--- src/rtl/avt_queue.sv ---
`timescale 1ns / 1ps
module avt_queue #(
  parameter int DW = 8
) (
  input  logic          clk,
  input  logic          rst_n,
  input  logic          wr_valid,
  output logic          wr_ready,
  input  logic [DW-1:0] wr_data,
  output logic          rd_valid,
  input  logic          rd_ready,
  output logic [DW-1:0] rd_data
);

  logic [DW-1:0] mem [2];
  logic          wp_r, rp_r;
  logic [1:0]    cnt_r, cnt_nxt;
  logic          push, pop;

  assign wr_ready = (cnt_r != 2'd2);
  assign rd_valid = (cnt_r != 2'd0);
  assign rd_data  = mem[rp_r];
  assign push     = wr_valid && wr_ready;
  assign pop      = rd_valid && rd_ready;
  assign cnt_nxt  = cnt_r + 2'(push) - 2'(pop);

  always_ff @(posedge clk) begin
    if (!rst_n) begin
      wp_r  <= 1'b0;
      rp_r  <= 1'b0;
      cnt_r <= 2'd0;
    end else begin
      if (push) wp_r <= !wp_r;
      if (pop)  rp_r <= !rp_r;
      cnt_r <= cnt_nxt;
    end
  end

  always_ff @(posedge clk) begin
    if (push) mem[wp_r] <= wr_data;
  end

endmodule

--- config.mk ---
export PLATFORM = sky130hd
export DESIGN_NAME = avt_queue
export DESIGN_NICKNAME = d
export VERILOG_FILES = /design/src/rtl/avt_queue.sv
export SDC_FILE = /design/constraint.sdc
export NUM_CORES = 1
export LEC_CHECK = 0
export BUFFER_PORTS_ARGS = -buffer_cell sky130_fd_sc_hd__buf_2
export CORE_UTILIZATION = 27
export DETAILED_ROUTE_END_ITERATION = 10
export PLACE_DENSITY = 0.5
export SETUP_SLACK_MARGIN = 0.15
export SLEW_MARGIN = 20
export SYNTH_ARGS = -nofsm -noshare
export SYNTH_HDL_FRONTEND = slang
export SYNTH_SLANG_ARGS = --single-unit
--- constraint.sdc ---
create_clock -name clk -period 2.3 [get_ports clk]
set_input_delay 0.345 -clock clk [delete_from_list [all_inputs] [get_ports clk]]
set_output_delay 0.345 -clock clk [all_outputs]
set_load 0.05 [all_outputs]
* Yosys cells after proc, flatten, opt, wreduce, memory -nomap -nowiden
Memories as Yosys holds them, arrays and structs flattened. A register that Yosys moved wholly into a read port is not among the register bits.
Cells that the tools add are included.
** Word-level totals
- Register bits :: 4
- Bits in writable memories :: 16
- Input port bits :: 12
- Output and inout port bits :: 10
- Logic and storage cells :: 16
- Memories :: 1
** Memory list
- mem :: depth 2, bits a word 8, rd ports 1, clocked after Yosys merged registers in 1, write ports 1, line 15 : logic [DW-1:0] mem [2];
** Operators by class
- $add $sub $neg :: 2
- Equal/unequal tests :: 1
- Multiplexer cells :: 4
- Reduce and logical (&&, ||, !) cells :: 5
** Operators by type and width (count)
- 1-bit 2-to-1 mux :: 4
- 2-bit by 1-bit adder with 2-bit output :: 1
- 1-bit logical AND :: 2
- 1-bit zero test :: 2
- 2-bit inequality test, second input constant :: 1
- 2-bit nonzero test :: 1
- 2-bit by 1-bit subtractor with 2-bit output :: 1

* Depth between registers and ports, before layout
Gate-level depths: netlist of run 1.
- Word-level depth :: 4
- Depth in mapped cells :: 6

* Worst setup path before layout of run 1
No wires, ideal clock.
- Path kind :: reg-to-reg
- From :: register cnt_r[0]
- To :: memory mem[1][0] (enable)
- Setup time :: 332 ps
- Arrival time :: 1264 ps
- Required time :: 1968 ps
- Slack :: 704 ps
- Cell stages (with the launch flop) :: 3
- Path buffers :: 0
- Clock period less this slack :: 1596 ps
- Path through :: dfxtp_1 > nand2b_1 > and3_1
** Between the ends
- Word-level cells in the longest chain between the ends :: 4
** RTL lines
- start, declared :: line 17 : logic [1:0] cnt_r, cnt_nxt;
- start signal, assigned :: line 35 : cnt_r <= cnt_nxt;
- 2-bit inequality test :: line 20 : assign wr_ready = (cnt_r != 2'd2);
- via wr_ready :: line 8 : output logic wr_ready,
- 1-bit logical AND :: line 23 : assign push = wr_valid && wr_ready;
- 1-bit 2-to-1 mux :: line 40 : if (push) mem[wp_r] <= wr_data;
- 1-bit 2-to-1 mux (implied by the code) :: line 40
- end, declared :: line 15
The timed path passes the listed nets, and every way through them passes these cells.

==> results of run 1 <==
==> routing by layer <==
metal / part of all wire, % / global-route usage, % / routed length (µm) / up-vias
li1: - / - / - / 252
met1: 43 / 10.1 / 574 / 254
met2: 48 / 16.4 / 644 / 18
met3: 7.3 / 4.46 / 98 / 4
met4: 1.9 / 5.23 / 25 / 0
met5: 0 / 0 / 0 / -
==> how the worst min path moves through the flow <==
stage	slack, ns	startpoint	to	cells after the start
6_report	0.23	wr_data[0]	mem[0][0]	1
5_1_grt	0.20	wr_data[0]	mem[1][0]	1
4_1_cts	0.21	wr_data[5]	mem[1][5]	1
3_5_place_dp	0.50	rp_r	register	2
3_3_place_gp	0.49	rp_r	rp_r	2
2_1_floorplan	0.44	wr_data[0]	mem[0][0]	0
==> power by group through the flow <==
stage / Clock (µW) / Combinational (µW) / Sequential, µW
6_report: 171 / 363 / 504
5_1_grt: 199 / 387 / 515
4_1_cts: 185 / 367 / 506
2_1_floorplan: 0 / 313 / 490
3_5_place_dp: 0 / 367 / 514
3_3_place_gp: 0 / 365 / 511
==> flip-flops by register name (all words and copies together) (netlist names), named ones only <==
| name | count |
|---|---|
| wp_r | 1 |
| rp_r | 1 |
| mem | 16 |
| cnt_r | 2 |
==> stage by stage <==
stage	setup WS [ns]	std cells
after floorplan	0.704	55
after global placement	0.801	106
after detailed placement	0.741	106
after CTS	0.431	110
after global routing	0.370	110
final	0.488	110
==> cells in the final DEF, fill, tap and decap left out <==
cell,instances
buf_2,21
edfxtp_1,16
mux2_2,8
dfxtp_1,5
nor2_1,4
clkbuf_4,3
o21ai_0,2
inv_1,2
and3_1,2
nand2b_1,1
and2b_1,1
o21ba_2,1
nand3_1,1
nand3b_1,1
xor2_1,1
or2_2,1
and2_1,1
a21bo_2,1
a21oi_1,1
nor4bb_1,1
nor4_1,1
o31a_1,1
nor3_1,1
ha_1,1
clkinv_2,1
==> worst max-delay path: cells and delay by family, from the launching register on <==
family	cells	cell delay, ns
mux	1	0.39
buf+inv	1	0.21
flops	1	0.57
==> area by class of cell <==
cell class | instances | area, µm²
fillers | 302 | 1850
flip-flops and latches | 21 | 581
multi-input cells | 31 | 243
repair buffers | 21 | 105
well taps | 31 | 38.8
clock buffers | 3 | 22.5
inverters | 2 | 7.51
clock inverters | 1 | 5.00
==> logic make-up (layout without fill, tap and decap cells) <==
group / count (synthesis) / count (layout)
adder cells (fa/ha/maj): 1 / 1
XOR/XNOR: 1 / 1
AND/OR/NAND/NOR: 15 / 15
AO/OA/AOI/OAI: 6 / 6
flip-flops: 21 / 21
buffers and inverters: 3 / 27
multiplexers: 8 / 8
==> impl_metrics.json, run 1 <==
{
  "crit_type": "register to output port",
  "htree_levels": 1,
  "ys_ff_latch": 21,
  "setup_violations": 0,
  "synth_cell_types": 23,
  "routed_wl_mm": 1.34,
  "dieArea_um2": 3320,
  "pwr-share-seq_pct": 48.5,
  "drt-initial-drc-count": 13,
  "synth_top_area_share_pct": 57.5,
  "final_core_utilization_pct": 35.1,
  "vias_per_cell": 4.80,
  "initial_core_util_pct": 29.3,
  "cts_resized": 0,
  "grt_usage_pct": 9.76,
  "internal-power_uw": 647,
  "drtPass1Iterations": 7,
  "maxCapViolCount": 0,
  "antenna_left": 0,
  "rsz0062_at_grt": "false",
  "synth_seq_area_share_pct": 69.5,
  "netlist_top_cells_count": "16 x edfxtp_1, 8 x mux2_2, 5 x dfxtp_1, 4 x nor2_1",
  "reg2reg_slack_ns": 0.81,
  "clk_pin_slew_worst_paths_ns": 0.11,
  "rows": 19,
  "setup_tns_ns": 0,
  "end_kind": "output port",
  "syn_area_um2": 836,
  "port-buffer-count": 21,
  "clockBufferDepth": 2,
  "grt_max_degree": 13,
  "cts_tree": "built",
  "synth_top_family_by_area": "multiplexers",
  "tightest_slew_ns": 0.392,
  "yosys_warnings": 0,
  "first_global_vias": 520,
  "synth_xor_area_share_pct": 1.05,
  "antenna_found_initial": 0,
  "die_w_um": 57.6,
  "worstPathCellList": "mux2_2 -> buf_2",
  "ir_drop_uv": 477,
  "r2r_cells": 6,
  "synth_area_leaders": "edfxtp_1 57%, dfxtp_1 12%, mux2_2 11%",
  "cellPowerDensity_nw_per_um2": 1040,
  "crit_path_start_kind": "register",
  "worst-endpoint-required_ns": 1.96,
  "hold_violations": 0,
  "min_period_ns": 1.81,
  "synth-compound-area-share_pct": 5.24,
  "drcViolationCount": 1,
  "synthSimpleGateAreaFrac_pct": 10.5,
  "post_dp_cell_area_um2": 975,
  "cp_slowest_cell": "dfxtp_1",
  "coreArea_um2": 2850,
  "violations": "DRC",
  "period_share_pct": 78.8,
  "combinationalPowerShare_pct": 35.0,
  "grt_remaining_overflow": 0,
  "synth_cells": 55,
  "gp_congestion": 0.697,
  "slew_violations": 0,
  "whs_ns": 0.228,
  "syn_nets": 68,
  "worstPathMaxFanout": 8,
  "synth_fa_ha_area_share_pct": 1.50,
  "leakage_uw": 0.000399,
  "relSlewSlack_pct": 73.9,
  "cts_buffers": 3,
  "nets": 93,
  "reg2reg_to": "cnt_r[1]",
  "yosys.area.top_type": "edfxtp_1",
  "total_power_uw": 1040,
  "muxShareOfSynthArea_pct": 10.8,
  "endpoint": "rd_data[3]",
  "critPathMaxStageDelay_ns": 0.57,
  "yosysMostFrequentCell": "edfxtp_1",
  "ioPinCount": 22,
  "routedWlPerCell_um": 12.2,
  "dieHeight_um": 57.6,
  "min_path_type": "input port to register",
  "clkLatencyLatePin_ns": 0.30,
  "antenna_cells": 0,
  "area_delta_synth_final_pct": 19.9,
  "cts_root_buf": "clkbuf_4",
  "rr_startpoint": "cnt_r[1]",
  "synth.avg_cell_area_um2": 15.2,
  "synthFlopType": "edfxtp_1",
  "grt_pass1_wl_mm": 2.28,
  "async_flop_share_pct": 0,
  "finClkSkew_ns": 0.00110,
  "cts_hold_buf": 0,
  "clock-sinks": 21,
  "drive_above_1_share_pct": 45.6,
  "max_clock_freq_mhz": 552,
  "design_area_um2": 1000,
  "vias": 528,
  "p_clk_share_pct": 16.4,
  "swShare_pct": 37.7,
  "cp_data_arrival_time_ns": 1.47,
  "status": "finished with violations",
  "post-cts-setup-buffers": 0,
  "p_sw_uw": 391,
  "synth_edf_count": 16
}
Power figures use the tool's default switching activity.
==> run 2, diff against run 1 <==
- clock period: 2.3 -> 1.8 ns (I/O delays scaled with it)
==> run 2 against run 1 <==
Effect of this change: the flow still finishes with violations (DRC); cell count is the same; sequential cell count is the same; clock power grew 29%; clock-buffer cell count is the same; critical path depth is the same; global-route usage shrank 0.19 points; sequential power grew 28%; sequential share of layout area grew 0.16 points; clock skew grew 0.0036 ns; first-iteration DRC count shrank 46%; non-clock buffer count is the same; cell area grew 0.37%; largest cell class unchanged.
==> impl_metrics.json, run 2 (synthesized netlist as in run 1, its figures left out) <==
{
  "status": "finished with violations",
  "violations": "DRC",
  "cts_hold_buf": 0,
  "vias": 511,
  "gp_congestion": 0.688,
  "post-place-ws_ns": 0.323,
  "max_clock_freq_mhz": 640,
  "holdPathEnd": "mem[0][5]",
  "antenna_left": 0,
  "internal-power_uw": 831,
  "finalWorstSetupSlack_ns": 0.237,
  "end_kind": "output port",
  "design_area_um2": 1010,
  "die_w_um": 57.6,
  "ir_drop_uv": 614,
  "routed_wl_mm": 1.36,
  "worstPathCellList": "mux2_2 -> buf_2",
  "initial_core_util_pct": 29.3,
  "p_clk_share_pct": 16.5,
  "dieHeight_um": 57.6,
  "antenna_found_initial": 0,
  "reg2reg_to": "cnt_r[1]",
  "grt_max_degree": 13,
  "ioPinCount": 22,
  "largest_reg_flops": 16,
  "grt_remaining_overflow": 0,
  "rr_startpoint": "cnt_r[1]",
  "maxCapViolCount": 0,
  "reg2reg_slack_ns": 0.33,
  "clkLatencyLatePin_ns": 0.30,
  "route.met2.wl_um": 683,
  "top_layer_used": "met4",
  "crit_cells": 2,
  "cts_tree": "built",
  "largest-register": "mem",
  "min_path_type": "input port to register",
  "cts_buffers": 3,
  "hold_violations": 0,
  "min_period_ns": 1.56,
  "drcViolationCount": 1,
  "wl_met3_um": 96,
  "drt-initial-drc-count": 7,
  "coreArea_um2": 2850,
  "rsz0062_at_grt": "false",
  "cellPowerDensity_nw_per_um2": 1320,
  "p_sw_uw": 501,
  "slew_violations": 0,
  "grt_pass1_wl_mm": 2.27,
  "reg_top3": "mem (16), cnt_r (2)",
  "first_global_vias": 526,
  "tightest_slew_ns": 0.417,
  "antenna_cells": 0,
  "clockBufferDepth": 2,
  "mostFrequentLayoutCells": "21 x buf_2, 16 x edfxtp_1, 8 x mux2_2",
  "cp_slowest_cell": "dfxtp_4",
  "crit_type": "register to output port",
  "dieArea_um2": 3320,
  "cp_data_arrival_time_ns": 1.29,
  "min_path_cells": 1,
  "hp-start": "wr_data[5]",
  "worst-endpoint-required_ns": 1.53,
  "whs_ns": 0.153,
  "clk_pin_slew_worst_paths_ns": 0.11,
  "vias_per_cell": 4.65,
  "relSlewSlack_pct": 71.8,
  "crit_family": "flip-flops",
  "clock-sinks": 21,
  "post_dp_cell_area_um2": 975,
  "rows": 19,
  "crit_buf_inv": 1,
  "port-buffer-count": 21,
  "drtPass1Iterations": 6,
  "grt_usage_pct": 9.57,
  "nets": 93,
  "drt-met1-wl_um": 567,
  "htree_levels": 1,
  "r2r_cells": 6,
  "critPathMaxStageDelay_ns": 0.43,
  "fillers": 289,
  "combinationalPowerShare_pct": 35.0,
  "final_common_cell": "buf_2",
  "swShare_pct": 37.6,
  "pwr-share-seq_pct": 48.5,
  "area_delta_synth_final_pct": 20.4,
  "place_hpwl_mm": 1.02,
  "routedWlPerCell_um": 12.4,
  "crit_path_start_kind": "register",
  "worstPathMaxFanout": 8,
  "cts_root_buf": "clkbuf_4",
  "leakage_uw": 0.000400,
  "finClkSkew_ns": 0.00468,
  "setup_violations": 0,
  "setup_tns_ns": 0,
  "drive_above_1_share_pct": 46.8,
  "period_share_pct": 86.8
}
## run 2: cell type report
cell class	instances	area, µm²	area share [%]
tap	31	38.8	3.86
timing repair buffer	21	105	10.4
sequential	21	584	58.1
multi-input combinational	31	243	24.1
clock buffer	3	22.5	2.24
clock inverter	1	5.00	0.498
inverter	2	7.51	0.746
## run 2: through the flow
stage	utilization, %	power, µW	std cells
after floorplan	-	1030	55
after global placement	34.2	1120	106
after detailed placement	34.2	1130	106
after CTS	35.3	1350	110
after global routing	35.3	1410	110
final	35.3	1330	110
## run 2: what timing repair did
action                                  4_1_cts  5_1_grt
setup buffers                                 0        0
endpoints found under the setup margin        8        0
gates resized for setup                       2        0
## run 2: worst reg2reg max path, stage by stage (launching register included)
cell     delay [ns]
dfxtp_1        0.43
and2b_1        0.19
o21ba_2        0.15
nor2_1         0.04
ha_1           0.19
nor4_1         0.28
nor3_1         0.08
## run 2: power groups by stage
| stage | Sequential, µW | Combinational, µW | Clock (µW) |
|---|---|---|---|
| 6_report | 646 | 466 | 220 |
| 5_1_grt | 657 | 500 | 255 |
| 4_1_cts | 650 | 471 | 233 |
| 3_5_place_dp | 656 | 470 | 0 |
| 3_3_place_gp | 653 | 466 | 0 |
| 2_1_floorplan | 626 | 400 | 0 |
## run 2: worst max-delay path by stage
stage / slack [ns] / end
floorplan: 0.20 / mem[1][0]
global placement: 0.38 / cnt_r[1]
detailed placement: 0.32 / cnt_r[1]
CTS: 0.20 / rd_data[3]
global route: 0.17 / rd_data[3]
finish: 0.24 / rd_data[3]
## run 2: per-layer routing
layer  vias to the layer above  track usage [%]
li1                        251                -
met1                       240             10.0
met2                        18             16.6
met3                         2             4.24
met4                         0             4.18
met5                         -                0
==> run 3, diff against run 2 <==
- ABC_AREA: default -> 1
- PLACE_DENSITY: 0.5 -> 0.51
- SLEW_MARGIN: 20 -> 5
==> run 3 against run 2 <==
Effect of this change: the run still ends with DRC left; synthesized cell count is 11% higher; clock power is 2% lower; worst setup slack better by 0.017 ns; routed wire length is 9.4% lower; clock skew is 0.0027 ns lower; die area is 0.57% lower; utilization is 0.34 points higher; largest cell class unchanged; largest power group unchanged; highest routed layer unchanged.
==> impl_metrics.json, run 3 <==
{
  "status": "finished with violations",
  "violations": "DRC",
  "synth_cell_types": 16,
  "r2r_cells": 11,
  "synth-compound-area-share_pct": 0.602,
  "min_period_ns": 1.55,
  "multi_input_area_um2": 219,
  "die_w_um": 57.5,
  "setup_tns_ns": 0,
  "synth.avg_cell_area_um2": 13.6,
  "synth_seq_area_share_pct": 69.9,
  "synth_edf_count": 16,
  "worstPathMaxFanout": 8,
  "synth_top_area_share_pct": 57.8,
  "clkLatencyLatePin_ns": 0.29,
  "drcViolationCount": 1,
  "tightest_slew_ns": 0.490,
  "yosys_warnings": 0,
  "grt_pass1_wl_mm": 2.01,
  "routedWlPerCell_um": 10.5,
  "cts_hold_buf": 0,
  "vias": 486,
  "relSlewSlack_pct": 67.3,
  "async_flop_share_pct": 0,
  "finalWorstSetupSlack_ns": 0.254,
  "clockBufferDepth": 2,
  "netlist_top_cells_count": "16 x edfxtp_1, 9 x nand2_1, 7 x inv_1, 6 x nor2_1",
  "min_path_type": "input port to register",
  "place_hpwl_um": 917,
  "max_clock_freq_mhz": 647,
  "drt-initial-drc-count": 17,
  "antenna_found_initial": 0,
  "cts_root_buf": "clkbuf_4",
  "rows": 19,
  "setup_violations": 0,
  "post_dp_cell_area_um2": 977,
  "synth_fa_ha_area_share_pct": 1.51,
  "clock-sinks": 21,
  "synthFlopType": "edfxtp_1",
  "period_share_pct": 85.9,
  "yosys.area.top_type": "edfxtp_1",
  "muxShareOfSynthArea_pct": 10.8,
  "routed_wl_mm": 1.23,
  "area_delta_synth_final_pct": 21.2,
  "worst-endpoint-required_ns": 1.53,
  "initial_core_util_pct": 29.4,
  "synth_top_family_by_area": "simple AND/OR/NAND/NOR gates",
  "grt_usage_pct": 8.27,
  "nets": 100,
  "whs_ns": 0.158,
  "post-place-ws_ns": 0.375,
  "dieArea_um2": 3300,
  "coreArea_um2": 2830,
  "syn_area_um2": 831,
  "synthSimpleGateAreaFrac_pct": 12.3,
  "largest-register": "mem",
  "rsz0062_at_grt": "false",
  "grt_remaining_overflow": 0,
  "hold_violations": 0,
  "cts_buffers": 3,
  "fillers": 272,
  "finalNonFillerCells": 117,
  "end_kind": "output port",
  "grt_max_degree": 12,
  "leakage_uw": 0.000413,
  "slew_violations": 0,
  "ioPinCount": 22,
  "cellPowerDensity_nw_per_um2": 1570,
  "crit_type": "register to output port",
  "antenna_left": 0,
  "maxCapViolCount": 0,
  "mostFrequentLayoutCells": "21 x buf_2, 16 x edfxtp_1, 9 x nand2_1",
  "placed_cells": 113,
  "dieHeight_um": 57.5,
  "reg_top3": "mem (16), cnt_r (2)",
  "first_global_vias": 491,
  "ys_ff_latch": 21,
  "ir_drop_uv": 535,
  "yosysMostFrequentCell": "edfxtp_1",
  "gp_congestion": 0.666,
  "vias_per_cell": 4.15,
  "synth_cells": 61,
  "min_path_cells": 1,
  "synth_area_leaders": "edfxtp_1 58%, dfxtp_1 12%, mux2_2 6.8%",
  "largest_reg_flops": 16,
  "htree_levels": 1,
  "crit_path_start_kind": "register",
  "regArea_um2": 584,
  "syn_nets": 74,
  "antenna_cells": 0,
  "synth_xor_area_share_pct": 1.05,
  "cts_tree": "built",
  "clk_pin_slew_worst_paths_ns": 0.11,
  "drtPass1Iterations": 7,
  "port-buffer-count": 21,
  "design_area_um2": 1010,
  "final_common_cell": "buf_2",
  "cp_data_arrival_time_ns": 1.28,
  "drive_above_1_share_pct": 41.9,
  "finClkSkew_ns": 0.00198
}
-- run 3: metal layers --
layer	GRT usage [%]	up-vias	wire length (µm)
li1	-	254	-
met1	8.71	216	491
met2	14.3	14	621
met3	3.17	2	102
met4	4.18	0	17
met5	0	-	0
-- run 3: critical path: stages (launching register included) --
cell	delay (ns)
dfxtp_4	0.42
mux2_2	0.35
buf_2	0.21
-- run 3: through the flow --
step / power, µW / util (%)
finish: 1580 / 35.6
global route: 1670 / 35.6
CTS: 1600 / 35.5
detailed placement: 1380 / 34.5
global placement: 1370 / 34.5
floorplan: 1240 / -
-- run 3: worst paths after layout --
path,startpoint,to,slack (ns)
setup reg to reg,cnt_r[0],cnt_r[1],0.45
setup / recovery,register,rd_data[4],0.25
hold reg to reg,rp_r,rp_r,0.52
hold / removal,wr_data[3],mem[1][3],0.16
-- run 3: cell type report --
| cell class | count | area share, % |
|---|---|---|
| clock buffer | 4 | 2.61 |
| inverter | 7 | 2.61 |
| multi-input combinational | 32 | 21.7 |
| sequential | 21 | 58.0 |
| tap | 31 | 3.85 |
| timing repair buffer | 22 | 11.2 |
-- run 3: power by group --
group	total (µW)	leakage (µW)	internal [µW]	switching (µW)
combinational	677	0.000206	198	479
sequential	686	0.000192	627	58.6
clock	215	0.0000150	86.1	128
-- run 3: logic make-up (layout without fill, tap and decap cells) --
kind of cell | count (synthesis) | count (layout)
mux | 8 | 8
fa+ha+maj | 1 | 1
compound gates | 1 | 1
xor+xnor | 1 | 1
buf+inv | 8 | 33
flops | 21 | 21
simple gates | 21 | 21
-- run 3: what timing repair did --
item	4_1_cts	5_1_grt
setup buffers	0	0
resized for setup	1	1
setup endpoints to repair	8	6
pin swaps	0	0
