==> config.mk <==
export PLATFORM = sky130hd
export DESIGN_NAME = avt_front
export DESIGN_NICKNAME = d
export VERILOG_FILES = /design/src/rtl/avt_pkg.sv /design/src/rtl/avt_front.sv
export SDC_FILE = /design/constraint.sdc
export NUM_CORES = 1
export LEC_CHECK = 0
export ABC_CLOCK_PERIOD_IN_PS = 12800
export BUFFER_PORTS_ARGS = -buffer_cell sky130_fd_sc_hd__buf_2
export CAP_MARGIN = 10
export CORE_AREA = 2 2 304 306
export DETAILED_ROUTE_END_ITERATION = 10
export DIE_AREA = 0 0 306 308
export GPL_TIMING_DRIVEN = 1
export SLEW_MARGIN = 40
export SYNTH_ARGS = -nofsm -noshare
export SYNTH_HDL_FRONTEND = slang
export SYNTH_SLANG_ARGS = --single-unit
export TNS_END_PERCENT = 30
==> constraint.sdc <==
create_clock -name clk -period 12.8 [get_ports clk]
set_clock_uncertainty 0.1 [all_clocks]
set_input_delay 1.92 -clock clk [delete_from_list [all_inputs] [get_ports clk]]
set_output_delay 1.92 -clock clk [all_outputs]
set_load 0.02 [all_outputs]
==> src/rtl/avt_pkg.sv <==
`timescale 1ns / 1ps
package avt_pkg;

  localparam int KIND_W    = 3;
  localparam int CFG_IDX_W = 3;

  typedef enum logic [1:0] {
    ST_OK          = 2'd0,
    ST_RANGE       = 2'd1,
    ST_INVALID     = 2'd2,
    ST_UNSUPPORTED = 2'd3
  } status_t;

  localparam logic [KIND_W-1:0] KIND_IDENTITY = 3'd0;
  localparam logic [KIND_W-1:0] KIND_BOOL     = 3'd1;
  localparam logic [KIND_W-1:0] KIND_INV_BOOL = 3'd2;
  localparam logic [KIND_W-1:0] KIND_SCALE    = 3'd3;
  localparam logic [KIND_W-1:0] KIND_BITMASK  = 3'd4;
  localparam logic [KIND_W-1:0] KIND_CLAMP    = 3'd5;

  localparam logic OP_DECODE = 1'b0;
  localparam logic OP_ENCODE = 1'b1;

  localparam logic [CFG_IDX_W-1:0] REG_KIND       = 3'd0;
  localparam logic [CFG_IDX_W-1:0] REG_MULTIPLIER = 3'd1;
  localparam logic [CFG_IDX_W-1:0] REG_DIVISOR    = 3'd2;
  localparam logic [CFG_IDX_W-1:0] REG_OFFSET     = 3'd3;
  localparam logic [CFG_IDX_W-1:0] REG_MASK       = 3'd4;
  localparam logic [CFG_IDX_W-1:0] REG_CLAMP_LOW  = 3'd5;
  localparam logic [CFG_IDX_W-1:0] REG_CLAMP_HIGH = 3'd6;

  // request classification handed from front to back
  typedef struct packed {
    logic    fixed;   // result already known, back only carries it
    logic    enc;
    logic    pneg;    // product sign
    logic    dneg;    // divider sign
    logic    dm1;     // divider is minus one
    status_t status;
  } front_ctl_t;

endpackage

==> src/rtl/avt_front.sv <==
`timescale 1ns / 1ps
module avt_front import avt_pkg::*; #(
  parameter int W = 64
) (
  input  logic              clk,
  input  logic              rst_n,
  input  logic              in_valid,
  output logic              in_ready,
  input  logic              in_operation,
  input  logic [W-1:0]      in_value,
  input  logic [KIND_W-1:0] kind,
  input  logic [W-1:0]      mul,
  input  logic [W-1:0]      dvs,
  input  logic [W-1:0]      off,
  input  logic [W-1:0]      mask,
  input  logic [W-1:0]      clo,
  input  logic [W-1:0]      chi,
  output logic              fr_valid,
  input  logic              fr_ready,
  output front_ctl_t        fr_ctl,
  output logic [W-1:0]      fr_res,
  output logic [W-1:0]      fr_mag_a,
  output logic [W-1:0]      fr_mag_b,
  output logic [W-1:0]      fr_dmag,
  output logic [W-1:0]      fr_off
);

  logic         enc;
  logic [W:0]   diff;
  logic         dovf;
  logic [W-1:0] a, b, d;
  logic [W-1:0] res_c;
  status_t      st_c;
  logic         fixed_c;
  logic         vld_r, vld_nxt;
  front_ctl_t   ctl_r;
  logic [W-1:0] res_r, mag_a_r, mag_b_r, dmag_r, off_r;

  assign enc  = (in_operation == OP_ENCODE);
  assign diff = {in_value[W-1], in_value} - {off[W-1], off};
  assign dovf = diff[W] ^ diff[W-1];
  assign a    = enc ? diff[W-1:0] : in_value;
  assign b    = enc ? dvs : mul;
  assign d    = enc ? mul : dvs;

  always_comb begin
    res_c   = '0;
    st_c    = ST_OK;
    fixed_c = 1'b1;
    unique case (kind)
      KIND_IDENTITY: res_c = in_value;
      KIND_BOOL:     res_c = W'(in_value != '0);
      KIND_INV_BOOL: res_c = W'(in_value == '0);
      KIND_SCALE: begin
        if (enc) begin
          if (mul == '0 || dovf) st_c = ST_RANGE;
        end else begin
          if (dvs == '0) st_c = ST_RANGE;
        end
        fixed_c = (st_c != ST_OK);
      end
      KIND_BITMASK: begin
        if (enc) res_c = (in_value != '0) ? mask : '0;
        else     res_c = W'((in_value & mask) != '0);
      end
      KIND_CLAMP: begin
        if (enc) begin
          if ($signed(in_value) < $signed(clo) || $signed(in_value) > $signed(chi))
            st_c = ST_RANGE;
          else
            res_c = in_value;
        end else if ($signed(clo) > $signed(chi)) begin
          st_c = ST_INVALID;
        end else if ($signed(in_value) < $signed(clo)) begin
          res_c = clo;
        end else if ($signed(in_value) > $signed(chi)) begin
          res_c = chi;
        end else begin
          res_c = in_value;
        end
      end
      default: st_c = ST_UNSUPPORTED;
    endcase
    if (st_c != ST_OK) res_c = '0;
  end

  assign in_ready = !vld_r || fr_ready;
  assign vld_nxt  = in_ready ? in_valid : vld_r;

  always_ff @(posedge clk) begin
    if (!rst_n) begin
      vld_r <= 1'b0;
    end else begin
      vld_r <= vld_nxt;
    end
  end

  always_ff @(posedge clk) begin
    if (in_valid && in_ready) begin
      ctl_r.fixed  <= fixed_c;
      ctl_r.enc    <= enc;
      ctl_r.pneg   <= a[W-1] ^ b[W-1];
      ctl_r.dneg   <= d[W-1];
      ctl_r.dm1    <= (d == '1);
      ctl_r.status <= st_c;
      res_r        <= res_c;
      mag_a_r      <= a[W-1] ? -a : a;
      mag_b_r      <= b[W-1] ? -b : b;
      dmag_r       <= d[W-1] ? -d : d;
      off_r        <= off;
    end
  end

  assign fr_valid = vld_r;
  assign fr_ctl   = ctl_r;
  assign fr_res   = res_r;
  assign fr_mag_a = mag_a_r;
  assign fr_mag_b = mag_b_r;
  assign fr_dmag  = dmag_r;
  assign fr_off   = off_r;

endmodule

Yosys cells after proc, flatten, opt, wreduce, memory -nomap -nowiden. Cells that the tools add are included. W data, S select, Z words.

Register bits: 328. Bits in latches: 0. RAM bits: 0. Bits in read-only memories: 0. Input bits: 456. Output and inout port bits: 329. Logic and storage cells: 67. Memories: 0.

Add/sub/neg operators: 4. Multiply operators: 0. Divide/modulo/power cells: 0. $lt $le $gt $ge: 3. Eq/ne operators: 6. Shift-type cells: 0. Multiplexer cells: 22. Bitwise operators: 3. Reduce and logical (&&, ||, !) cells: 14.

Operator list (number): $mux W64 (10); $pmux W64 S5 (1); $logic_not A64 Y1 (3); $neg A64 Y64 (3); $mux W63 (3); $gt A64 B64 Y1 (2); $reduce_bool A64 Y1 (2); $sub A64 B64 Y65 (1); $and A64 B64 Y64 (1); $eq A64 B64 Y1 const B (1); $lt A64 B64 Y1 (1); $mux W2 (4); $eq A3 B2 Y1 const B (2); $eq A3 B3 Y1 const B (2); $pmux W2 S3 (1); $reduce_bool A2 Y1 (2); $reduce_or A4 Y1 (1); $eq A3 B1 Y1 const B (1); $logic_not A3 Y1 (1); $logic_or A1 B1 Y1 (3); $mux W1 (3); $xor A1 B1 Y1 (2); $logic_and A1 B1 Y1 (1); $logic_not A1 Y1 (1).

Depth between registers and ports, before layout. Gate-level depths: netlist (run 1).

Depth after elaboration: 8. Gate-level depth with buffers: 22. Depth with buffers taken out: 15.

Worst setup path after synthesis (run 1). OpenSTA, ideal clock, no wires.

Path kind: input port to flip-flop. Start point: input fr_ready. End point: register ctl_r, in the netlist fr_ctl[0], enable pin. Arrival time: 9618 ps. Required time: 11970 ps. Path slack: 2352 ps. Stages on the path: 2. Buffers on the path: 0. Cells stage by stage: nand2b_1 -> and2_1.

Longest elaborated chain between the ends: 2.

Ends and longest elaborated chain: from (decl) (line avt_front.sv:19) `input logic fr_ready,`; $logic_or A1 B1 Y1 (line avt_front.sv:87) `assign in_ready = !vld_r || fr_ready;`; $logic_and A1 B1 Y1 (line avt_front.sv:99) `if (in_valid && in_ready) begin`; to (decl) (line avt_front.sv:36) `front_ctl_t ctl_r;`.

Every way passes these cells. A chain may end at the register's enable or synchronous reset.

Worst setup path in the final report (run 1).
Start point: input in_value[63]. End point: register res_r[23] (netlist: fr_res[23]), data pin.

Longest elaborated chain between the ends: 8. Elaborated cells on any way between the ends: 22.

Ends and longest elaborated chain: from (decl) (line avt_front.sv:10) `input logic [W-1:0] in_value,`; $sub A64 B64 Y65 (line avt_front.sv:40) `assign diff = {in_value[W-1], in_value} - {off[W-1], off};`; $xor A1 B1 Y1 (line avt_front.sv:41) `assign dovf = diff[W] ^ diff[W-1];`; $logic_or A1 B1 Y1 (line avt_front.sv:56) `if (mul == '0 || dovf) st_c = ST_RANGE;`; $mux W1 (line avt_front.sv:56); $mux W2 (line avt_front.sv:55) `if (enc) begin`; $mux W2 (line avt_front.sv:50) `unique case (kind)`; $pmux W2 S3 (line avt_front.sv:50); $reduce_bool A2 Y1 (line avt_front.sv:84) `if (st_c != ST_OK) res_c = '0;`; to (signal assigned) (line avt_front.sv:106) `res_r <= res_c;`; to (decl) (line avt_front.sv:37) `logic [W-1:0] res_r, mag_a_r, mag_b_r, dmag_r, off_r;`.

Parallel ways exist; a longest one is shown, timed or not. The select of a mux whose other input is x is not followed.

==> impl_metrics.env, run 1 <==
export IMPL_outcome="finished, final reports clean"
export IMPL_drt_wl_total_mm=153
export IMPL_htreeDepth=2
export IMPL_muxShareOfSynthArea_pct=4.86
export IMPL_synthArstFlopShare_pct=0
export IMPL_worstPathMaxFanout=65
export IMPL_worst_hold_slack_ns=0.470
export IMPL_cts_sinks=328
export IMPL_fillers=9270
export IMPL_synthSimpleGateAreaFrac_pct=18.1
export IMPL_switching_share_pct=38.0
export IMPL_cts_tree="done"
export IMPL_rsz0062_at_grt="false"
export IMPL_ios=785
export IMPL_yosys_area_share_adder_pct=10.8
export IMPL_drv_slew=0
export IMPL_antenna_found_initial=18
export IMPL_cap_violations=0
export IMPL_fmax_ghz=0.150
export IMPL_path_cells="buf_2 > ha_1 > nand4_1 > or2_2 > nor3_1 > nor4bb_1 > nand2_1 > a31oi_1 > nor3_2 > buf_4 > a211o_1 > o2bb2ai_4 > buf_4 > a221o_1"
export IMPL_worstPathBufferInverterCount=3
export IMPL_syn_area_mm2=0.0302
export IMPL_critPathKind="input pin to flip-flop"
export IMPL_synth_top_family_by_area="compound AO/OA/AOI/OAI gates"
export IMPL_cp_required_ns=13.17
export IMPL_syn_instance_count=3341
export IMPL_yosys_warnings=0
export IMPL_synth_edf_count=327
export IMPL_hp_start="fr_valid$_SDFFE_PN0N_"
export IMPL_tightest_slew_ns=0.973
export IMPL_hold_class="flip-flop to flip-flop"
export IMPL_grt_overflow_total=0
export IMPL_synth_area_leaders="edfxtp_1, ha_1, a21oi_1"
export IMPL_holdBufCountCts=0
export IMPL_dpl_hpwl_mm=120
export IMPL_area_growth_pct=21.7
export IMPL_fp_dieW_um=306
export IMPL_setup_tns_ns=0
export IMPL_clk_pin_slew_ns=0.07
export IMPL_syn_avg_cell_area_um2=9.04
export IMPL_cp_slowest_stage_delay_ns=0.72
export IMPL_r2r_setup_slack_ns=10.18
export IMPL_reg2reg_to="fr_off[52]$_DFFE_PP_"
export IMPL_synth_compound_area_share_pct=22.5
export IMPL_die_h_um=308
export IMPL_setup_violations=0
export IMPL_whs_endpoint="fr_valid$_SDFFE_PN0N_"
export IMPL_cp_slowest_cell="nor4bb_1"
export IMPL_r2r_cells=4
export IMPL_finalCritPeriodShare_pct=52.2
export IMPL_grt_pass1_vias=30848
export IMPL_num_rows=111
export IMPL_fp_dieArea_mm2=0.0942
export IMPL_timing_rr_start="fr_valid$_SDFFE_PN0N_"
export IMPL_final_hold_viol_count=0
export IMPL_comb_power_share_pct=34.5
export IMPL_syn_num_nets=4057
export IMPL_period_minus_slack_ns=6.69
export IMPL_coreArea_mm2=0.0910
export IMPL_arrival_ns=7.06
export IMPL_synthXorXnorAreaFrac_pct=5.95
export IMPL_p_seq_share_pct=33.6
export IMPL_cts_buffer_depth=3
export IMPL_grt_pass1_wl_mm=215
export IMPL_synth_seq_cells=328
export IMPL_numPortBuffers=784
export IMPL_place_congestion=1.03
export IMPL_critPathLaunchType="input pin"
export IMPL_post_cts_resized=0
export IMPL_clock_root_buffer="clkbuf_16"
export IMPL_clk_latency_ns=0.60
export IMPL_max_slew_margin_pct=35.1
export IMPL_numCtsBuffers=44
export IMPL_via_per_inst=6.11
export IMPL_via_count=32100
export IMPL_yosys_area_top_type="edfxtp_1"
export IMPL_track_usage_pct=31.1
export IMPL_grt_max_degree=158
export IMPL_crit_family="simple AND/OR/NAND/NOR gates"
export IMPL_power_density_mw_per_mm2=111
export IMPL_internal_power_mw=2.52
export IMPL_dominantRegCellSynth="edfxtp_1"
export IMPL_place_ws_ns=5.53
export IMPL_hold_depth=2
export IMPL_vdd_drop_max_v=0.0000942
export IMPL_leakagePower_nw=15.7
export IMPL_drive_gt1_share_pct=23.8
export IMPL_power_frac_clock_pct=31.8
export IMPL_cp_end_kind="flip-flop"
export IMPL_ant_nets=0
export IMPL_power_switching_mw=1.54
export IMPL_netlist_area_leader_share_pct=32.5
export IMPL_setup_ws_ns=6.11
export IMPL_ys_types=105
export IMPL_yosysSeqAreaShare_pct=32.6
export IMPL_post_cts_buffers=0
export IMPL_dr_pass1_iters=6
export IMPL_start_util_pct=33.2
export IMPL_drc=0
export IMPL_wl_per_cell_um=29.0
export IMPL_first_iter_violations=3791
export IMPL_timing_critical_path_mode_cell="buf_4"
export IMPL_final_nets=4740
[worst max path at each step]
stage                  from                       end  cells past startpoint
6_report       in_value[63]  fr_res[23]$_SDFFCE_PP0P_                     14
2_1_floorplan      fr_ready       fr_ctl[0]$_DFFE_PP_                      2
3_5_place_dp   in_value[63]  fr_res[23]$_SDFFCE_PP0P_                     13
5_1_grt        in_operation     fr_dmag[58]$_DFFE_PP_                     13
3_3_place_gp   in_value[63]  fr_res[26]$_SDFFCE_PP0P_                     13
4_1_cts        in_value[63]  fr_res[23]$_SDFFCE_PP0P_                     13
[cells in the mapped netlist, drive strengths merged, types with 8 or more instances]
cell type,count
a211o,9
a211oi,35
a21boi,9
a21o,97
a21oi,271
a221o,66
a221oi,15
a22oi,20
a31oi,37
and2,19
and3,22
and4,16
buf,51
clkbuf,121
edfxtp,327
ha,259
inv,224
mux2,13
mux2i,132
nand2,196
nand2b,33
nand3,120
nand4,118
nor2,175
nor2b,30
nor3,102
nor3b,21
nor4,76
o211ai,26
o21a,27
o21ai,168
o221ai,70
o31ai,41
o32ai,11
or2,18
or3,25
or3b,8
or4,13
xnor2,119
xor2,86
[power by group through the flow]
stage	clock [mW]	combinational, mW	sequential, mW
4_1_cts	1.32	1.38	1.37
3_3_place_gp	0	1.36	1.39
2_1_floorplan	0	0.676	1.53
6_report	1.29	1.40	1.37
5_1_grt	1.35	1.50	1.37
3_5_place_dp	0	1.37	1.39
[cell families after synthesis]
| family | Yosys count |
|---|---|
| and+or+nand+nor | 1014 |
| xor gates and xnor gates | 205 |
| muxes | 145 |
| DFF | 328 |
| adders and majority gates | 260 |
| buffers and inverters | 397 |
| AOI/OAI and AO/OA | 992 |
[placed cells by master, fill, tap and decap left out, types with 44 or more instances in the layout]
cell type,count
a21oi_1,271
nand2_1,196
o221ai_1,70
o21ai_0,157
xor2_1,86
clkbuf_16,44
inv_1,223
nor4_1,69
nand3_1,119
buf_2,783
a21o_1,97
a221o_1,66
mux2i_1,130
nand4_1,116
nor3_1,96
nor2_1,175
ha_1,259
xnor2_1,119
edfxtp_1,327
[worst register-to-register path: cells and delay by family (launching register included)]
kind / cells / cell delay (ns)
simple gates: 2 / 0.44
flops: 1 / 0.31
buf+inv: 2 / 1.35
[area by class of cell]
type	count	area (um^2)	share of cell area, %
Multi-Input combinational cell	2616	18900	51.5
Clock buffer	50	1120	3.06
Timing Repair Buffer	809	4170	11.3
Tap cell	1186	1480	4.04
Clock inverter	31	338	0.920
Antenna cell	9	22.5	0.0613
Sequential cell	328	9840	26.8
Inverter	225	847	2.31
[state kept, by name (all words and copies together) (netlist names)]
| register | flops |
|---|---|
| fr_mag_b | 64 |
| fr_ctl | 7 |
| fr_dmag | 64 |
| fr_mag_a | 64 |
| fr_res | 64 |
| fr_off | 64 |
| fr_valid | 1 |
[through the flow]
stage,cell area [um^2],instances,utilization [%],power (mW)
4_1_cts,36700,5244,40.3,4.06
3_5_place_dp,35200,5163,38.7,2.76
3_3_place_gp,35200,5163,38.7,2.75
2_1_floorplan,30200,3341,-,2.21
6_report,36700,5254,40.4,4.06
5_1_grt,36700,5252,40.4,4.22
[per-layer routing]
metal	share of wire, %	global-route usage [%]	up-vias
met5	0.047	0	-
met4	6.5	18.2	10
met3	10	7.26	458
met2	46	50.8	2128
met1	37	37.3	15208
li1	-	-	14296
Note: power is estimated with default switching activity, not from simulation.
==> run 2, diff against run 1 <==
--- a/config.mk
+++ b/config.mk
@@ -5,12 +5,13 @@
 export SDC_FILE = /design/constraint.sdc
 export NUM_CORES = 1
 export LEC_CHECK = 0
-export ABC_CLOCK_PERIOD_IN_PS = 12800
+export ABC_AREA = 1
+export ABC_CLOCK_PERIOD_IN_PS = 6050
 export BUFFER_PORTS_ARGS = -buffer_cell sky130_fd_sc_hd__buf_2
 export CAP_MARGIN = 10
-export CORE_AREA = 2 2 304 306
+export CORE_AREA = 2 2 308 310
 export DETAILED_ROUTE_END_ITERATION = 10
-export DIE_AREA = 0 0 306 308
+export DIE_AREA = 0 0 310 312
 export GPL_TIMING_DRIVEN = 1
 export SLEW_MARGIN = 40
 export SYNTH_ARGS = -nofsm -noshare
==> constraint.sdc (replaced) <==
create_clock -name clk -period 6.05 [get_ports clk]
set_clock_uncertainty 0.1 [all_clocks]
set_input_delay 0.9075 -clock clk [delete_from_list [all_inputs] [get_ports clk]]
set_output_delay 0.9075 -clock clk [all_outputs]
set_load 0.02 [all_outputs]
==> run 2 against run 1 <==
Compared with the run above:
- core utilization up 4.2 points
- sequential share of layout area decreased by 3.0 points
- clock-buffer cell count is 4 lower
- synthesized cell count rose by 58%
- register-to-register slack worse by 6.4 ns
- clock power is 110% higher
- area after synthesis grew 15%
- non-clock buffer count up 15
- via count is 19% higher
- cell count up 39%
==> impl_metrics.env, run 2 <==
export IMPL_coreArea_mm2=0.0930
export IMPL_fp_dieArea_mm2=0.0967
export IMPL_via_per_inst=5.25
export IMPL_max_slew_margin_pct=38.7
export IMPL_track_usage_pct=32.6
export IMPL_comb_power_share_pct=36.8
export IMPL_fillers=10038
export IMPL_grt_overflow_total=0
export IMPL_yosysMostFrequentCell="nand2_1"
export IMPL_fp_dieW_um=310
export IMPL_post_cts_resized=0
export IMPL_synth_area_leaders="edfxtp_1, nand2_1, inv_1"
export IMPL_netlist_area_leader_share_pct=28.2
export IMPL_path_cells="buf_2 > inv_1 > ha_1 > inv_1 > fa_1 > nand2_1 > nand3_2 > nand2_1 > inv_1 > nand2_1 > nand3_1 > nand2_1 > nand3_1 > o21ai_1 > nand2_1 > nor2_1 > nand2_1 > nor3_1 > nand3_1 > nand2_1 > nand2_1 > nand2_1 > inv_1"
export IMPL_yosysSeqAreaShare_pct=28.2
export IMPL_cp_end_kind="flip-flop"
export IMPL_synthArstFlopShare_pct=0
export IMPL_tightest_slew_ns=0.911
export IMPL_syn_area_mm2=0.0348
export IMPL_crit_start="in_value[0]"
export IMPL_drt_wl_total_mm=163
export IMPL_fin_area_mm2=0.0414
export IMPL_p_seq_share_pct=32.7
export IMPL_wl_per_cell_um=22.3
export IMPL_numPortBuffers=784
export IMPL_first_iter_violations=3834
export IMPL_r2r_setup_slack_ns=3.82
export IMPL_cap_violations=0
export IMPL_vdd_drop_max_v=0.000178
export IMPL_setup_violations=0
export IMPL_ant_nets=0
export IMPL_hp_start="off[1]"
export IMPL_power_frac_clock_pct=30.5
export IMPL_place_area_mm2=0.0400
export IMPL_area_growth_pct=18.9
export IMPL_final_core_util_pct=44.5
export IMPL_clk_pin_slew_ns=0.06
export IMPL_clk_latency_ns=0.63
export IMPL_grt_pass1_wl_mm=235
export IMPL_num_rows=112
export IMPL_dpl_hpwl_mm=137
export IMPL_timing_critical_path_mode_cell="nand2_1"
export IMPL_multi_input_comb_area_mm2=0.0204
export IMPL_syn_avg_cell_area_um2=6.60
export IMPL_timing_rr_start="fr_valid$_SDFFE_PN0N_"
export IMPL_arrival_ns=5.04
export IMPL_register_area_mm2=0.00984
export IMPL_grt_max_degree=189
export IMPL_worstPathMaxFanout=5
export IMPL_cp_slowest_cell="nor3_1"
export IMPL_finalCritPeriodShare_pct=78.5
export IMPL_leakagePower_nw=21.5
export IMPL_start_util_pct=37.5
export IMPL_dominantRegCellSynth="edfxtp_1"
export IMPL_final_nets=6715
export IMPL_cts_sinks=328
export IMPL_fmax_ghz=0.211
export IMPL_post_cts_buffers=0
export IMPL_final_cell_mix="nand2_1, inv_1, buf_2"
export IMPL_cts_tree="done"
export IMPL_period_minus_slack_ns=4.75
export IMPL_clock_root_buffer="clkbuf_16"
export IMPL_ys_types=69
export IMPL_antenna_found_initial=20
export IMPL_yosys_area_top_type="edfxtp_1"
export IMPL_synth_edf_count=327
export IMPL_power_switching_mw=3.61
export IMPL_drv_slew=0
export IMPL_drc=0
export IMPL_numCtsBuffers=44
export IMPL_switching_share_pct=40.7
export IMPL_htreeDepth=2
export IMPL_ys_top_cells_by_count="nand2_1, inv_1, nand3_1"
export IMPL_dr_pass1_iters=5
export IMPL_place_congestion=0.999
export IMPL_yosys_warnings=0
export IMPL_hold_class="input pin to flip-flop"
export IMPL_final_hold_viol_count=0
export IMPL_cp_required_ns=6.34
export IMPL_holdBufCountCts=0
export IMPL_syn_instance_count=5281
export IMPL_power_density_mw_per_mm2=214
export IMPL_drive_gt1_share_pct=18.4
export IMPL_syn_num_nets=5997
export IMPL_internal_power_mw=5.26
export IMPL_critPathLaunchType="input pin"
export IMPL_die_h_um=312
export IMPL_critPathKind="input pin to flip-flop"
export IMPL_final_common_cell="nand2_1"
export IMPL_rsz0062_at_grt="false"
export IMPL_grt_pass1_vias=36935
export IMPL_ios=785
export IMPL_cts_buffer_depth=3
export IMPL_via_count=38290
export IMPL_synth_seq_cells=328
export IMPL_outcome="finished, final reports clean"
export IMPL_cp_slowest_stage_delay_ns=0.57
run 2: changes by cell type after synthesis, sizes merged, moves of 94 or more:
cell	change
nand3	+367
nand2	+1418
inv	+785
a21oi	-106
mux2i	-132
nor2	+248
o21ai	+94
a21o	-95
run 2: path summary, 6_finish.rpt:
path,cells past startpoint,end
max,23,fr_mag_a[59]$_DFFE_PP_
min,1,fr_off[1]$_DFFE_PP_
max reg2reg,2,fr_dmag[3]$_DFFE_PP_
min reg2reg,2,fr_valid$_SDFFE_PN0N_
run 2: worst max-delay path, delay by kind of cell:
kind | cells | cell delay [ns]
buffers and inverters | 5 | 0.65
adders and majority gates | 2 | 0.66
and+or+nand+nor | 15 | 2.50
AOI/OAI and AO/OA | 1 | 0.30
run 2: power groups by stage:
stage	Combinational [mW]	Clock [mW]	Sequential, mW
final	3.26	2.71	2.90
after global routing	3.57	2.83	2.92
after CTS	3.23	2.76	2.91
after detailed placement	3.22	0	2.95
after global placement	3.21	0	2.95
after floorplan	1.74	0	3.20
run 2: final cells by class:
type	count	area share (%)
clock inverter	33	0.809
timing repair buffer	824	10.4
inverter	1013	9.20
sequential	328	23.7
antenna	9	0.0543
clock buffer	46	2.67
tap	1254	3.79
multi-input combinational	3788	49.3
run 2: cell families (layout without fill, tap and decap cells):
kind of cell               after synthesis  count (layout)  share of synthesized area, %
and+or+nand+nor                       2862            2862                          36.6
buffers and inverters                 1165            1916                          13.3
AOI/OAI and AO/OA                      500             500                          8.39
DFF                                    328             328                          28.2
adders and majority gates              260             260                          9.36
xor gates and xnor gates               166             166                          4.17
other                                    0               9                             0
run 2: routing by layer:
layer | GRT usage [%] | wire (um)
met1 | 41.0 | 64900
met2 | 55.3 | 76800
met3 | 4.71 | 12800
met4 | 14.7 | 7970
met5 | 0 | 106
run 2: stage by stage:
step                hold WS (ns)  instances  setup WS [ns]  power (mW)  TNS (ns)
CTS                        0.302       7286           1.44        8.90         0
floorplan                  0.662       5281         -0.765        4.94   -250.22
global route               0.329       7293           1.18        9.32         0
global placement           0.426       7207          0.794        6.16         0
finish                     0.339       7295           1.30        8.87         0
detailed placement         0.431       7207          0.777        6.17         0
